[src/rtl/core/lfu_cache_lru_tiebreak_core_defines.svh]
// ----------------------------------------------------------------------------
// LFU cache core assertion macros
// Shared property wrappers for the cache core, clocked on aclk and disabled
// while aresetn is low.
// ----------------------------------------------------------------------------
`ifndef LFU_CACHE_LRU_TIEBREAK_CORE_DEFINES_SVH
`define LFU_CACHE_LRU_TIEBREAK_CORE_DEFINES_SVH

// Same-cycle implication.
`define LFUC_ASSERT_IMPL(label, ante, cons, msg) \
    label: assert property (@(posedge aclk) disable iff (!aresetn) \
        (ante) |-> (cons)) else $error(msg);

// Next-cycle implication.
`define LFUC_ASSERT_NEXT(label, ante, cons, msg) \
    label: assert property (@(posedge aclk) disable iff (!aresetn) \
        (ante) |=> (cons)) else $error(msg);

`endif

[src/rtl/core/lfuc_pkg.sv]
// ----------------------------------------------------------------------------
// LFU cache package
// Sizes, payload structs, entry and control structs and sequencer states.
// ----------------------------------------------------------------------------
package lfuc_pkg;

    localparam int ENTRIES    = 16;
    localparam int COUNT_BITS = 16;
    localparam int IDX_W      = (ENTRIES > 1) ? $clog2(ENTRIES) : 1;
    localparam int FILL_W     = $clog2(ENTRIES + 1);
    localparam int CAP_W      = 5;
    localparam int CMP_W      = (FILL_W > CAP_W) ? FILL_W : CAP_W;
    localparam int KEY_W      = 32;
    localparam int DATA_W     = 32;

    localparam logic [CAP_W-1:0]      CAP_RESET = CAP_W'(16);
    localparam logic [IDX_W-1:0]      IDX_LAST  = IDX_W'(ENTRIES - 1);
    localparam logic [COUNT_BITS-1:0] COUNT_MAX = {COUNT_BITS{1'b1}};

    typedef enum logic {
        OP_GET = 1'b0,
        OP_PUT = 1'b1
    } op_t;

    typedef struct packed {
        logic                     op;
        logic signed [KEY_W-1:0]  key;
        logic signed [DATA_W-1:0] value;
    } lfuc_req_t;

    typedef struct packed {
        logic                     hit;
        logic signed [DATA_W-1:0] read_value;
        logic                     evicted;
        logic signed [KEY_W-1:0]  evicted_key;
    } lfuc_rsp_t;

    typedef struct packed {
        logic                     valid;
        logic signed [KEY_W-1:0]  key;
        logic signed [DATA_W-1:0] data;
        logic [COUNT_BITS-1:0]    count;
        logic [IDX_W-1:0]         rank;
    } lfuc_entry_t;

    typedef struct packed {
        logic                    found;
        logic [IDX_W-1:0]        idx;
        logic [COUNT_BITS-1:0]   count;
        logic [IDX_W-1:0]        rank;
        logic signed [KEY_W-1:0] key;
    } lfuc_best_t;

    typedef struct packed {
        logic                     hit;
        logic                     insert;
        logic                     evict;
        logic                     op_put;
        logic [IDX_W-1:0]         hit_idx;
        logic [IDX_W-1:0]         hit_rank;
        logic [IDX_W-1:0]         vic_idx;
        logic [IDX_W-1:0]         vic_rank;
        logic [IDX_W-1:0]         slot_idx;
        logic signed [KEY_W-1:0]  key;
        logic signed [DATA_W-1:0] value;
    } lfuc_upd_t;

    typedef struct packed {
        logic match;
        logic better;
        logic free;
    } lfuc_scan_t;

    typedef enum logic [2:0] {
        ST_IDLE,
        ST_SCAN,
        ST_DECIDE,
        ST_UPDATE,
        ST_RESP
    } lfuc_state_t;

endpackage

[src/rtl/core/lfuc_slot_unit.sv]
// ----------------------------------------------------------------------------
// LFU cache slot unit
// Shared compare and update logic applied to one entry per cycle: key match,
// victim ordering, free slot detection and the entry rewrite on a hit or insert.
// ----------------------------------------------------------------------------
module lfuc_slot_unit (
    input  lfuc_pkg::lfuc_entry_t              entry,
    input  logic [lfuc_pkg::IDX_W-1:0]         idx,
    input  logic signed [lfuc_pkg::KEY_W-1:0]  key,
    input  lfuc_pkg::lfuc_best_t               best,
    input  lfuc_pkg::lfuc_upd_t                upd,
    output lfuc_pkg::lfuc_scan_t               scan,
    output lfuc_pkg::lfuc_entry_t              entry_new
);

    logic [lfuc_pkg::IDX_W-1:0] dec;

    always_comb begin
        scan.match  = entry.valid && (entry.key == key);
        scan.free   = !entry.valid;
        scan.better = entry.valid && (!best.found || (entry.count < best.count) ||
                      ((entry.count == best.count) && (entry.rank > best.rank)));
    end

    always_comb begin
        entry_new = entry;
        dec = (upd.evict && (entry.rank > upd.vic_rank)) ? lfuc_pkg::IDX_W'(1)
                                                         : lfuc_pkg::IDX_W'(0);
        if (upd.hit) begin
            if (idx == upd.hit_idx) begin
                entry_new.rank = '0;
                if (entry.count != lfuc_pkg::COUNT_MAX) begin
                    entry_new.count = entry.count + lfuc_pkg::COUNT_BITS'(1);
                end
                if (upd.op_put) begin
                    entry_new.data = upd.value;
                end
            end else if (entry.valid && (entry.rank < upd.hit_rank)) begin
                entry_new.rank = entry.rank + lfuc_pkg::IDX_W'(1);
            end
        end else if (upd.insert) begin
            if (idx == upd.slot_idx) begin
                entry_new.valid = 1'b1;
                entry_new.key   = upd.key;
                entry_new.data  = upd.value;
                entry_new.count = lfuc_pkg::COUNT_BITS'(1);
                entry_new.rank  = '0;
            end else if (upd.evict && (idx == upd.vic_idx)) begin
                entry_new.valid = 1'b0;
            end else if (entry.valid) begin
                entry_new.rank = entry.rank - dec + lfuc_pkg::IDX_W'(1);
            end
        end
    end

endmodule

[src/rtl/core/lfuc_entry_store.sv]
// ----------------------------------------------------------------------------
// LFU cache entry store
// Per-slot valid bits, keys, values, use counts and recency ranks, read and
// written at the sequencer's slot index.
// ----------------------------------------------------------------------------
module lfuc_entry_store (
    input  logic                        aclk,
    input  logic                        aresetn,
    input  logic [lfuc_pkg::IDX_W-1:0]  idx,
    input  logic                        wr_en,
    input  lfuc_pkg::lfuc_entry_t       wr_entry,
    output lfuc_pkg::lfuc_entry_t       rd_entry
);

    logic [lfuc_pkg::ENTRIES-1:0]           valid_reg;
    logic signed [lfuc_pkg::KEY_W-1:0]      key_reg   [lfuc_pkg::ENTRIES];
    logic signed [lfuc_pkg::DATA_W-1:0]     data_reg  [lfuc_pkg::ENTRIES];
    logic [lfuc_pkg::COUNT_BITS-1:0]        count_reg [lfuc_pkg::ENTRIES];
    logic [lfuc_pkg::IDX_W-1:0]             rank_reg  [lfuc_pkg::ENTRIES];

    always_ff @(posedge aclk) begin
        if (!aresetn) begin
            valid_reg <= '0;
        end else if (wr_en) begin
            valid_reg[idx] <= wr_entry.valid;
        end
    end

    always_ff @(posedge aclk) begin
        if (wr_en) begin
            key_reg[idx]   <= wr_entry.key;
            data_reg[idx]  <= wr_entry.data;
            count_reg[idx] <= wr_entry.count;
            rank_reg[idx]  <= wr_entry.rank;
        end
    end

    always_comb begin
        rd_entry.valid = valid_reg[idx];
        rd_entry.key   = key_reg[idx];
        rd_entry.data  = data_reg[idx];
        rd_entry.count = count_reg[idx];
        rd_entry.rank  = rank_reg[idx];
    end

endmodule

[src/rtl/core/lfu_cache_lru_tiebreak_core.sv]
// ----------------------------------------------------------------------------
// LFU cache core with LRU tie-break
// Key-value cache with least-frequently-used replacement; ties go to the
// least recently accessed entry.
//
//   Channel   Ports                     Direction  Carries
//   request   s_valid s_ready s_req     in         op, key, value
//   result    m_valid m_ready m_rsp     out        hit, read_value, evicted,
//                                                  evicted_key
//   config    cfg_valid cfg_ready       in         capacity
//             cfg_data
//
// The result is offered after a scan pass and an update pass over the entry
// store through the shared slot unit, one slot per cycle, with a decide state
// between the two passes.
// The block accepts one request at a time and holds the result until m_ready.
// Reset clears all valid bits and the fill level and sets capacity to 16.
// Configuration writes are taken in every cycle.
// ----------------------------------------------------------------------------
`include "lfu_cache_lru_tiebreak_core_defines.svh"

module lfu_cache_lru_tiebreak_core (
    input  logic                         aclk,
    input  logic                         aresetn,
    input  logic                         s_valid,
    output logic                         s_ready,
    input  lfuc_pkg::lfuc_req_t          s_req,
    output logic                         m_valid,
    input  logic                         m_ready,
    output lfuc_pkg::lfuc_rsp_t          m_rsp,
    input  logic                         cfg_valid,
    output logic                         cfg_ready,
    input  logic [lfuc_pkg::CAP_W-1:0]   cfg_data
);

    lfuc_pkg::lfuc_state_t              state_reg, state_next;
    logic [lfuc_pkg::IDX_W-1:0]         idx_reg, idx_next;
    logic [lfuc_pkg::CAP_W-1:0]         cap_reg;
    logic [lfuc_pkg::FILL_W-1:0]        fill_reg, fill_next;
    lfuc_pkg::lfuc_upd_t                upd_reg, upd_next;
    lfuc_pkg::lfuc_best_t               best_reg, best_next;
    logic                               free_found_reg, free_found_next;
    logic [lfuc_pkg::IDX_W-1:0]         free_idx_reg, free_idx_next;
    logic signed [lfuc_pkg::DATA_W-1:0] hit_data_reg, hit_data_next;
    lfuc_pkg::lfuc_rsp_t                rsp_reg, rsp_next;

    lfuc_pkg::lfuc_entry_t              rd_entry;
    lfuc_pkg::lfuc_entry_t              wr_entry;
    lfuc_pkg::lfuc_scan_t               scan;
    logic                               wr_en;

    logic [lfuc_pkg::CMP_W-1:0]         cap_ext;
    logic [lfuc_pkg::CMP_W-1:0]         eff_cap;
    logic [lfuc_pkg::CMP_W-1:0]         fill_ext;
    logic                               miss_put;
    logic                               do_evict;

    lfuc_entry_store u_store (
        .aclk     (aclk),
        .aresetn  (aresetn),
        .idx      (idx_reg),
        .wr_en    (wr_en),
        .wr_entry (wr_entry),
        .rd_entry (rd_entry)
    );

    lfuc_slot_unit u_slot (
        .entry     (rd_entry),
        .idx       (idx_reg),
        .key       (upd_reg.key),
        .best      (best_reg),
        .upd       (upd_reg),
        .scan      (scan),
        .entry_new (wr_entry)
    );

    assign cfg_ready = 1'b1;

    always_ff @(posedge aclk) begin
        if (!aresetn) begin
            cap_reg <= lfuc_pkg::CAP_RESET;
        end else if (cfg_valid && cfg_ready) begin
            cap_reg <= cfg_data;
        end
    end

    always_ff @(posedge aclk) begin
        if (!aresetn) begin
            state_reg <= lfuc_pkg::ST_IDLE;
            fill_reg  <= '0;
        end else begin
            state_reg <= state_next;
            fill_reg  <= fill_next;
        end
    end

    always_ff @(posedge aclk) begin
        idx_reg        <= idx_next;
        upd_reg        <= upd_next;
        best_reg       <= best_next;
        free_found_reg <= free_found_next;
        free_idx_reg   <= free_idx_next;
        hit_data_reg   <= hit_data_next;
        rsp_reg        <= rsp_next;
    end

    always_comb begin
        cap_ext  = lfuc_pkg::CMP_W'(cap_reg);
        fill_ext = lfuc_pkg::CMP_W'(fill_reg);
        if (cap_ext == '0) begin
            eff_cap = lfuc_pkg::CMP_W'(1);
        end else if (cap_ext > lfuc_pkg::CMP_W'(lfuc_pkg::ENTRIES)) begin
            eff_cap = lfuc_pkg::CMP_W'(lfuc_pkg::ENTRIES);
        end else begin
            eff_cap = cap_ext;
        end
        miss_put = upd_reg.op_put && !upd_reg.hit;
        do_evict = miss_put && best_reg.found && (fill_ext >= eff_cap);
    end

    always_comb begin
        state_next      = state_reg;
        idx_next        = idx_reg;
        fill_next       = fill_reg;
        upd_next        = upd_reg;
        best_next       = best_reg;
        free_found_next = free_found_reg;
        free_idx_next   = free_idx_reg;
        hit_data_next   = hit_data_reg;
        rsp_next        = rsp_reg;
        wr_en           = 1'b0;
        s_ready         = (state_reg == lfuc_pkg::ST_IDLE);
        m_valid         = (state_reg == lfuc_pkg::ST_RESP);
        case (state_reg)
            lfuc_pkg::ST_IDLE: begin
                if (s_valid) begin
                    upd_next        = '0;
                    upd_next.op_put = (s_req.op == lfuc_pkg::OP_PUT);
                    upd_next.key    = s_req.key;
                    upd_next.value  = s_req.value;
                    best_next       = '0;
                    free_found_next = 1'b0;
                    idx_next        = '0;
                    state_next      = lfuc_pkg::ST_SCAN;
                end
            end
            lfuc_pkg::ST_SCAN: begin
                if (scan.match) begin
                    upd_next.hit      = 1'b1;
                    upd_next.hit_idx  = idx_reg;
                    upd_next.hit_rank = rd_entry.rank;
                    hit_data_next     = rd_entry.data;
                end
                if (scan.better) begin
                    best_next.found = 1'b1;
                    best_next.idx   = idx_reg;
                    best_next.count = rd_entry.count;
                    best_next.rank  = rd_entry.rank;
                    best_next.key   = rd_entry.key;
                end
                if (scan.free && !free_found_reg) begin
                    free_found_next = 1'b1;
                    free_idx_next   = idx_reg;
                end
                if (idx_reg == lfuc_pkg::IDX_LAST) begin
                    state_next = lfuc_pkg::ST_DECIDE;
                end else begin
                    idx_next = idx_reg + lfuc_pkg::IDX_W'(1);
                end
            end
            lfuc_pkg::ST_DECIDE: begin
                upd_next.insert   = miss_put;
                upd_next.evict    = do_evict;
                upd_next.vic_idx  = best_reg.idx;
                upd_next.vic_rank = best_reg.rank;
                if (do_evict && !(free_found_reg && (free_idx_reg < best_reg.idx))) begin
                    upd_next.slot_idx = best_reg.idx;
                end else begin
                    upd_next.slot_idx = free_idx_reg;
                end
                if (miss_put && !do_evict) begin
                    fill_next = fill_reg + lfuc_pkg::FILL_W'(1);
                end
                rsp_next.hit         = upd_reg.hit;
                rsp_next.read_value  = (upd_reg.hit && !upd_reg.op_put) ? hit_data_reg : '0;
                rsp_next.evicted     = do_evict;
                rsp_next.evicted_key = do_evict ? best_reg.key : '0;
                idx_next             = '0;
                state_next           = lfuc_pkg::ST_UPDATE;
            end
            lfuc_pkg::ST_UPDATE: begin
                wr_en = 1'b1;
                if (idx_reg == lfuc_pkg::IDX_LAST) begin
                    state_next = lfuc_pkg::ST_RESP;
                end else begin
                    idx_next = idx_reg + lfuc_pkg::IDX_W'(1);
                end
            end
            lfuc_pkg::ST_RESP: begin
                if (m_ready) begin
                    state_next = lfuc_pkg::ST_IDLE;
                end
            end
            default: begin
                state_next = lfuc_pkg::ST_IDLE;
            end
        endcase
    end

    assign m_rsp = rsp_reg;

    `LFUC_ASSERT_IMPL(a_resp_blocks_req, m_valid, !s_ready,
        "Request accepted while a result is pending.")
    `LFUC_ASSERT_IMPL(a_evict_only_on_miss, m_valid, !(m_rsp.hit && m_rsp.evicted),
        "Eviction reported on a hit.")
    `LFUC_ASSERT_IMPL(a_fill_bound, 1'b1,
        fill_reg <= lfuc_pkg::FILL_W'(lfuc_pkg::ENTRIES),
        "Fill level above the entry count.")
    `LFUC_ASSERT_NEXT(a_scan_starts, s_valid && s_ready,
        (state_reg == lfuc_pkg::ST_SCAN) && (idx_reg == '0),
        "Scan did not start at slot zero after a request.")

endmodule
[config.mk]
export PLATFORM = sky130hd
export DESIGN_NAME = lfu_cache_lru_tiebreak_core
export DESIGN_NICKNAME = d
export VERILOG_FILES = /design/src/rtl/core/lfuc_pkg.sv /design/src/rtl/core/lfuc_slot_unit.sv /design/src/rtl/core/lfuc_entry_store.sv /design/src/rtl/core/lfu_cache_lru_tiebreak_core.sv
export VERILOG_INCLUDE_DIRS = /design/src /design/src/rtl/core
export SDC_FILE = /design/constraint.sdc
export NUM_CORES = 1
export LEC_CHECK = 0
export BUFFER_PORTS_ARGS = -buffer_cell sky130_fd_sc_hd__buf_2
export CORE_UTILIZATION = 40
export CTS_CLUSTER_SIZE = 16
export DETAILED_ROUTE_END_ITERATION = 6
export GPL_TIMING_DRIVEN = 1
export PLACE_DENSITY = 0.53
export SLEW_MARGIN = 40
export SYNTH_ARGS = -nofsm -noshare
export SYNTH_HDL_FRONTEND = slang
export SYNTH_SLANG_ARGS = --single-unit
[constraint.sdc]
create_clock -name aclk -period 9.2 [get_ports aclk]
set_clock_uncertainty 0.2 [all_clocks]
set_input_delay 0.92 -clock aclk [delete_from_list [all_inputs] [get_ports aclk]]
set_output_delay 0.92 -clock aclk [all_outputs]
set_load 0.01 [all_outputs]
# Word level (Yosys, flattened, before mapping)
# Memories as Yosys holds them, arrays and structs flattened. A register that Yosys moved wholly into a read port is not among the register bits.
# Index checks and enable logic that the tools add are counted.
op_classes:
  reduce_logical: 40
  n_lt_le_gt_ge: 9
  n_eq_ne: 19
  muxes: 51
  add_sub_neg: 6
ops:
  columns: ["op", "count"]
  rows:
  - ["$mux 57", 2]
  - ["$pmux 57 s2", 1]
  - ["$mux 88", 1]
  - ["$mux 85", 1]
  - ["$mux 80", 1]
  - ["$mux 52", 1]
  - ["$mux 4", 12]
  - ["$mux 48", 1]
  - ["$mux 33", 1]
  - ["$eq 32x32->1", 1]
  - ["$mux 32", 1]
  - ["$pmux 12 s2", 1]
  - ["$add 16x1->16 const B", 1]
  - ["$bwmux 16", 1]
  - ["$eq 16x16->1", 1]
  - ["$lt 16x16->1", 1]
  - ["$mux 16", 1]
  - ["$ne 16x16->1 const B", 1]
  - ["$pmux 8 s2", 1]
  - ["$logic_and 1x1->1", 15]
  - ["$pmux 3 s5", 1]
  - ["$ne 2x2->1 const B", 7]
  - ["$add 4x1->4 const B", 3]
  - ["$eq 4x4->1", 3]
  - ["other kinds (32)", 65]
word_totals:
  mem_bits_rw: 1344
  reg_bits: 281
  n_memories: 4
  elab_cells: 157
mem_list:
  columns: ["name", "depth", "width", "read_ports", "rd_ports_with_merged_regs", "wr", "line", "text"]
  rows:
  - ["u_store.data_reg", 16, 32, 1, 1, 1, "lfuc_entry_store.sv:17", "logic signed [lfuc_pkg::DATA_W-1:0] data_reg [lfuc_pkg::ENTRIES];"]
  - ["u_store.key_reg", 16, 32, 1, 1, 1, "lfuc_entry_store.sv:16", "logic signed [lfuc_pkg::KEY_W-1:0] key_reg [lfuc_pkg::ENTRIES];"]
  - ["u_store.count_reg", 16, 16, 1, 1, 1, "lfuc_entry_store.sv:18", "logic [lfuc_pkg::COUNT_BITS-1:0] count_reg [lfuc_pkg::ENTRIES];"]
  - ["u_store.rank_reg", 16, 4, 1, 1, 1, "lfuc_entry_store.sv:19", "logic [lfuc_pkg::IDX_W-1:0] rank_reg [lfuc_pkg::ENTRIES];"]

# Longest topological paths before layout
# Gate-level depths: netlist (run 1).
logic_depth:
  word_depth: 11
  ltp_mapped: 20
  depth_no_buf: 14

# Hierarchy
# A second synthesis (run 1) with hierarchy kept.
hier_totals:
  cells_unflattened: 3099
  area_unflattened_um2: 63229.4
modules_own_cells:
  columns: ["module", "n_inst", "cells_per_inst", "area_each_um2", "seq_area_each_um2"]
  rows:
  - ["lfuc_entry_store", 1, 2162, 51018.9, 40679.0]
  - ["lfu_cache_lru_tiebreak_core", 1, 535, 9529.1, 7827.5]
  - ["lfuc_slot_unit", 1, 402, 2681.3, 0.0]

# Worst setup path before layout (run 1)
# No wires, ideal clock.
synth_path:
  path_type: "flip-flop to flip-flop"
  startpoint: "register with a tool-made name"
  endpoint: "register best_reg[0] (netlist name), enable pin"
  slack_ns: 0.949
  setup_ns: 0.542
  arrival_ns: 7.509
  t_required_ns: 8.458
  path_stages_with_launch: 14
  period_less_slack_ns: 8.251
  cell_sequence: "dfxtp_1 -> buf_4 -> buf_4 -> buf_2 -> clkbuf_1 -> buf_2 -> buf_1 -> mux4_2 -> mux4_2 -> ha_1 -> a41o_1 -> o311ai_0 -> a21oi_1 -> nor3_1"
synth_lines:
  columns: ["item", "line", "text"]
  rows:
  - ["end signal, assigned", "lfu_cache_lru_tiebreak_core.sv:100", "best_reg <= best_next;"]
  - ["end, declared", "lfu_cache_lru_tiebreak_core.sv:41", "lfuc_pkg::lfuc_best_t best_reg, best_next;"]

==> run summary, run 1 <==
The run finished with clean final reports. The final critical-path setup slack is 3.312 ns. For this run, the number of Yosys warnings is 0. After synthesis the cells add up to 63980 sq um. For this run the aggregate overflow at the end of global routing stands at 0.

The portion of synthesized cell area occupied by the leading cell type came out at 74.91%. In this run the most critical hold path is launched from s_req[26]. The total power density per cell area came out at 237.3 nW/um^2. The per-cell via count in the routed design came out at 5.630. The initial utilization of the core area, before any placement, comes to 40.35%. The final-report setup violation count came out at 0. Setup repair after global routing left no endpoint under its margin. The synthesized netlist devotes 1.893% of its cell area to compound gates.

The headroom to the max-slew limit is 41.29%. The maximum clock frequency came out at 169.8 MHz. Detailed placement ended at an HPWL of 84340 um. After synthesis, the largest family of logic cells by area is multiplexers. The data arrival time at the worst-slack endpoint came out at 6.10 ns.

For this design, the sink count on the clock tree is 1629. The largest fanout on the critical path is 45. The number of buffers added for setup after CTS is 0. The gate count of the mapped netlist came out at 3110. The leakage component of the power is 23.43 nW. The count of cells in the finished layout, fillers not included, comes to 5570. The number of placed instances with taps included is 5259.

The area growth from synthesis to final layout is 14.80%. After filler insertion, the fill cell instance count of the layout stands at 13.23k. The transition time at the pin with the least slew margin is 0.8636 ns. STA classifies the critical path endpoint as a flop. The detailed-route wire length per cell came out at 28.89 um. The detailed-router iteration count before antenna repair is 5. The sequential element share of the synthesized area is 75.94%.

The number of global-route vias before repair came out at 32.84k. The average cell area after synthesis is 20.57 sq um. The clock slew at the register clock pins of the worst setup and hold paths came out at 0.06 ns. Along the worst hold path, the cell count comes to 1. The congestion estimate from routability-driven global placement came to 0.7904. The number of hold buffers added after CTS came out at 0. The number of resized instances in the post-cts repair step is 0. The max capacitance violation total came out at 0. The number of port buffers is 142. The number of vias in the routed layout is 31.36k. The post-route antenna net violation count is 0. At the placement stage, the worst setup path has a slack of 3.094 ns. The post-route minimum period is 5.888 ns.

The net count of the finished layout came out at 3480. The fraction of the cycle the final worst path needs is 64.00%. Counting flops with a built-in enable in the synthesized netlist gives 1596. The detailed-route wire length came out at 160900 um. The buffer depth of the longest clock path came out at 3. The CTS tree is built. STA classifies the critical path startpoint as a flop. STA puts the critical path data required time at 9.41 ns. The class of the tightest hold or removal check is input pin to flop.

The parity-gate share of the synthesized area counting xor and xnor cells is 0.6161%. The layout cell share with drive strength beyond 1 came out at 27.08%. The maximum number of pins on one net before global-route repair came out at 89. The insertion delay to the later sink of the worst-skew pair is 0.81 ns. The start-to-end type of the worst setup path is flop to flop.

Yosys instantiated no cell more often than sky130_fd_sc_hd__edfxtp_1. The proportion of synthesized area in mux cells came out at 15.19%. The width of the die came out at 401.9 um. The commonest cells after synthesis are sky130_fd_sc_hd__edfxtp_1, sky130_fd_sc_hd__mux4_2, sky130_fd_sc_hd__nand2_1, sky130_fd_sc_hd__nor2_1, sky130_fd_sc_hd__and2_1. The final setup TNS is 0 ns. Sorting the synthesized cells by area gives the leading types as sky130_fd_sc_hd__edfxtp_1, sky130_fd_sc_hd__mux4_2, sky130_fd_sc_hd__mux2i_1.

From bottom edge to top edge, the die measures 401.9 um. The I/O pin count is 144. When the netlist entered floorplanning its net count stood at 3230. The count of endpoints failing hold in the final timing report is 0. The count of cells along the worst register-to-register path is 11.

The global-route usage over all layers came out at 19.99%. The buffer cell driving the clock tree root is sky130_fd_sc_hd__clkbuf_16. The core region area came out at 158600 sq um.

The number of distinct library cell variants in the gate-level netlist after synthesis came out at 71. In the routed design, unresolved DRC markers number 0. The final-report max-slew violation count is 0. The number of antenna violations at the first check in global routing came out at 8.

For this run, the leading register cell type out of synthesis is sky130_fd_sc_hd__edfxtp_1. Synthesis inferred 1629 register bits. The worst voltage drop across the vdd grid came out at 0.1999 mV. The share of synthesized cell area in and, or, nand and nor gates is 3.941%. The number of buffers created by CTS is 170.

The floorplan step defined a die boundary enclosing 161500 sq um. The initialized floorplan defines 146 standard-cell rows. The number of H-tree levels is 4. The leading area contributor after synthesis is sky130_fd_sc_hd__edfxtp_1.

The reg2reg setup slack is 3.31 ns. In this run, the number of DRC markers left after iteration 0 of detailed routing was 3031. The global-route wire length before repair is 232900 um. The async set-reset flop share out of synthesis came out at 0%. The share of synthesized cell area in full adder, half adder and majority cells came out at 0.8801%.
[cell type report]
type	instances	area, sq um	share of cell area, %
flip-flops and latches	1629	48600	66.17
multi-input cells	1275	14710	20.03
clock buffers	206	4389	5.976
well taps	2072	2592	3.530
repair buffers	227	1887	2.569
clock inverters	103	1039	1.414
inverters	57	224.0	0.3049
diodes	1	2.502	0.003407
[worst max-delay path, stage by stage (launching register included)]
cell and delay (ns):
sky130_fd_sc_hd__dfxtp_4 0.62, sky130_fd_sc_hd__buf_4 0.47, sky130_fd_sc_hd__buf_4 0.71, sky130_fd_sc_hd__mux4_2 0.42
sky130_fd_sc_hd__mux2i_1 0.39, sky130_fd_sc_hd__nand2_1 0.10, sky130_fd_sc_hd__o21ai_1 0.31, sky130_fd_sc_hd__o221ai_1 0.25
sky130_fd_sc_hd__or4_1 0.49, sky130_fd_sc_hd__or4_1 0.68, sky130_fd_sc_hd__nor2_4 0.13, sky130_fd_sc_hd__buf_4 0.56
[metrics by stage]
stage          area (sq um)  util (%)  hold WS, ns  power (mW)
4_1_cts               73340     46.25      0.01615       17.58
6_report              73440     46.32      0.08088       17.43
3_5_place_dp          67910     42.83       0.2838       10.88
3_3_place_gp          67350     42.47       0.2835       10.77
2_1_floorplan         63980         -       0.2244       10.23
5_1_grt               73440     46.32      0.03971       18.01
[worst paths after layout]
path	to
worst max-delay path	hit_data_reg[4]$_DFFE_PP_
worst min-delay path	upd_reg[26]$_DFFE_PP_
worst max register to register	hit_data_reg[4]$_DFFE_PP_
worst min register to register	u_store.valid_reg[14]$_SDFFE_PN0P_
[routing by layer]
layer	vias up	global-route usage, %	wire [um]
met5	-	0	50
met4	8	5.029	3264
met3	225	3.187	8438
met2	970	32.51	78140
met1	16930	28.18	71010
li1	13230	-	-
[where the power goes]
group	total, mW	switching (mW)	internal, mW
Sequential	8.79	0.0938	8.70
Clock	6.70	2.89	3.81
Combinational	1.94	1.22	0.717
Total	17.4	4.20	13.2
[logic make-up after synthesis]
family                   count (synthesis)
multiplexers                           491
XOR/XNOR                                45
adder cells (fa/ha/maj)                 45
other                                    1
AO/OA/AOI/OAI                          180
AND/OR/NAND/NOR                        513
buffers and inverters                  206
flip-flops                            1629
[placed cells by master, fill, tap and decap left out, drive strengths merged, types with 14 or more instances in the layout]
cell type and n:
clkinv 82, nand2 141, bufinv 14, nand3 17, buf 227, dfxtp 33, ha 45, nor3b 21
o22ai 21, mux2i 70, clkbuf 206, nor2 127, mux2 41, nor2b 24, o21ai 42, mux4 380
edfxtp 1596, a21oi 33, inv 60, and2 97, xnor2 23, xor2 22, nor3 35
No activity file was read; power rests on OpenSTA's default activity.
==> run 2: changes to the inputs <==
Settings changed: PLACE_DENSITY 0.53 to 0.55.
Clock period 9.2 ns to 5 ns, I/O delays scaled along.
==> run 2 against run 1 <==
  * Wire length decreased by 2.6%
  * Global-route usage fell by 0.49 points
  * Worst setup slack got worse by 3.1 ns
  * Non-clock buffer count grew 153
  * Flip-flop and latch count unchanged
  * Worst hold slack worse by 0.0031 ns
  * Power up 85%
  * Largest power group unchanged
==> run summary, run 2 (synthesized netlist as in run 1, its figures left out) <==
For this block, the initial DRC count from the detailed router was 2826. The headroom to the max-slew limit is 41.85%. The die footprint came out at 161500 sq um. Across the run, the number of max-cap violations was 0. OpenSTA, run right after detailed placement, puts the worst setup slack at 0.01828 ns. The first detailed-routing pass took 5 iterations. Port buffering added 142 buffers. Setup repair after global routing left no endpoint under its margin.

The critical path is of the flop to flop type. The number of placed instances with taps included came out at 5335. The number of antenna violations at the first check in global routing came out at 9.

The path class of the tightest hold or removal check is input pin to flop. The buffer depth of the longest clock path came out at 3. From synthesis to final layout, the design area changed by 16.76%.

The critical path startpoint category is a flop. The design internal power is 24.47 mW. The depth of the worst hold-timing path came out at 2. The switching share of total power came out at 24.01%. The worst hold path terminates at fill_ext[4]$_SDFFE_PN0P_.

For this run, the total global-route usage over all layers was measured as 19.50%. The net count of the finished layout is 3636. The critical path contains buffers and inverters numbering 4 combined. The number of vias in the routed layout is 31.54k. The combinational fraction of design power is 11.8%. The number of standard cells in the final layout excluding fillers is 5723.

The post-layout utilization of the core came out at 47.11%. The leftover overflow at the end of global routing is 0. The per-cell via count in the routed design came out at 5.512. The count of cells along the worst register-to-register path is 12. On the worst path, the slowest cell contributes a delay of 0.66 ns. The fraction of the cycle the final worst path needs came out at 95.75%. The clock network is responsible for 38.1% of the overall power.

The endpoint class of the critical path is a flop. The number of H-tree levels came out at 4. The number of clock buffers added by TritonCTS is 173. The core region area came out at 158600 sq um. The data required time at the worst endpoint came out at 5.24 ns. The initial core utilization came out at 40.35%. The post-route antenna net violation count came out at 0. The clock slew at the register clock pins of the worst setup and hold paths came out at 0.07 ns.

At the pin with the least slew margin, the transition time is 0.8503 ns. The final-layout fill cell count came out at 13.26k. The global-route wire length before repair came out at 228300 um.

The layout cell share with drive strength beyond 1 is 27.92%. At the worst endpoint, the arrival time is 5.03 ns. Timing would allow up to 208.9 MHz. The number of global-route vias before repair came out at 32.62k. In this design, the largest share of critical-path delay is due to simple AND/OR/NAND/NOR gates. The height of the chip came out at 401.9 um. The final setup TNS came out at 0 ns. The I/O pin count came out at 144. From left edge to right edge, the die measures 401.9 um.

The library cell used most frequently in the layout, excluding fill and tap cells, is sky130_fd_sc_hd__edfxtp_1. The final-report max-slew violation count was 0. Walking the worst path, the cells encountered are buf_12 > buf_4 > mux4_2 > o22ai_1 > nor2_1 > xor2_1 > nor4_2 > buf_4 > nand3_1 > or4_1 > nor2_4 > buf_12. For this design, the sink count on the clock tree is 1629. For this block, the routed nets add up to 156700 um of wire. The destination of the worst register-to-register timing path is hit_data_reg[3]$_DFFE_PP_. The final-report setup violation count is 0. The leakage component of the power is 24.10 nW.

The final HPWL from detailed placement is 84210 um. The final RePlAce weighted congestion came out at 0.7844. The tree is rooted in a sky130_fd_sc_hd__clkbuf_16. Among all stages on the critical path, the largest delay is contributed by sky130_fd_sc_hd__or4_1. The reg2reg setup slack is 0.21 ns.

The total power density per cell area came out at 431.1 nW/um^2. The register share of total power is 50.1%. The worst voltage drop across the vdd grid is 0.3644 mV. The standard-cell row count is 146. For this design the total switching power over the nets is 7.733 mW. The number of resized instances in the post-cts repair step came out at 0. The count of endpoints failing hold in the final timing report is 0. The residual DRC count came out at 0. The flow ran to the end, and the final reports show no timing, DRC or antenna violations. The number of stages on the worst setup path came out at 12. At the later pin of the worst-skew pair, clock insertion delay measures 0.80 ns. The library cells used most frequently in the layout, excluding fill and tap cells, are sky130_fd_sc_hd__edfxtp_1, sky130_fd_sc_hd__mux4_2, sky130_fd_sc_hd__clkbuf_16.

TritonCTS built the clock tree. After detailed routing, the average wire length per cell comes to 27.38 um. The hold path startpoint is aresetn. The maximum number of pins on one net before global-route repair came out at 70. The post-route minimum period is 4.787 ns. The final critical-path setup slack is 0.2125 ns. In this run the worst path has a maximum fanout of 32.
[run 2: how the worst max path moves through the flow]
stage	start	endpoint	slack, ns
after floorplan	idx_reg[3]$_DFFE_PP_	u_store.count_reg[12][0]$_DFFE_PP_	-0.56
after global placement	flop	hit_data_reg[0]$_DFFE_PP_	-0.25
after detailed placement	flop	hit_data_reg[0]$_DFFE_PP_	0.02
after CTS	flop	hit_data_reg[3]$_DFFE_PP_	0.19
after global routing	flop	hit_data_reg[3]$_DFFE_PP_	0.09
final	flop	hit_data_reg[3]$_DFFE_PP_	0.21
[run 2: area by class of cell]
cell class | count | area (sq um) | area share, %
multi-input cells | 1275 | 14700 | 19.67
inverters | 57 | 221.5 | 0.2965
clock inverters | 96 | 793.3 | 1.062
repair buffers | 380 | 3213 | 4.301
diodes | 1 | 2.502 | 0.003350
well taps | 2072 | 2592 | 3.470
clock buffers | 213 | 4584 | 6.137
flip-flops and latches | 1629 | 48600 | 65.06
[run 2: per-layer routing]
metal,vias to the layer above,track usage [%],share of wire [%]
li1,13510,-,-
met1,16920,28.19,45
met2,888,30.75,47
met3,220,3.346,5.2
met4,8,4.969,2.0
met5,-,0,0.033
[run 2: power groups by stage]
stage	clock network (mW)	logic, mW	registers, mW
final	12.3	3.80	16.1
after global routing	13.1	4.15	16.2
after CTS	12.6	3.84	16.1
after detailed placement	0	3.77	16.4
after global placement	0	3.69	16.4
after floorplan	0	2.52	16.3
[run 2: through the flow]
| stage | total power [mW] | hold slack, ns | instance area, sq um |
|---|---|---|---|
| 2_1_floorplan | 18.86 | 0.2244 | 64140 |
| 3_3_place_gp | 20.14 | 0.2825 | 68400 |
| 3_5_place_dp | 20.21 | 0.2901 | 68530 |
| 4_1_cts | 32.56 | 0.02109 | 74700 |
| 5_1_grt | 33.36 | 0.05583 | 74700 |
| 6_report | 32.20 | 0.07777 | 74700 |
[run 2: repair_timing]
item,4_1_cts,5_1_grt
hold buffers,77,0
endpoints found under the setup margin,11,0
endpoints found under the hold margin,71,0
setup buffers,1,0
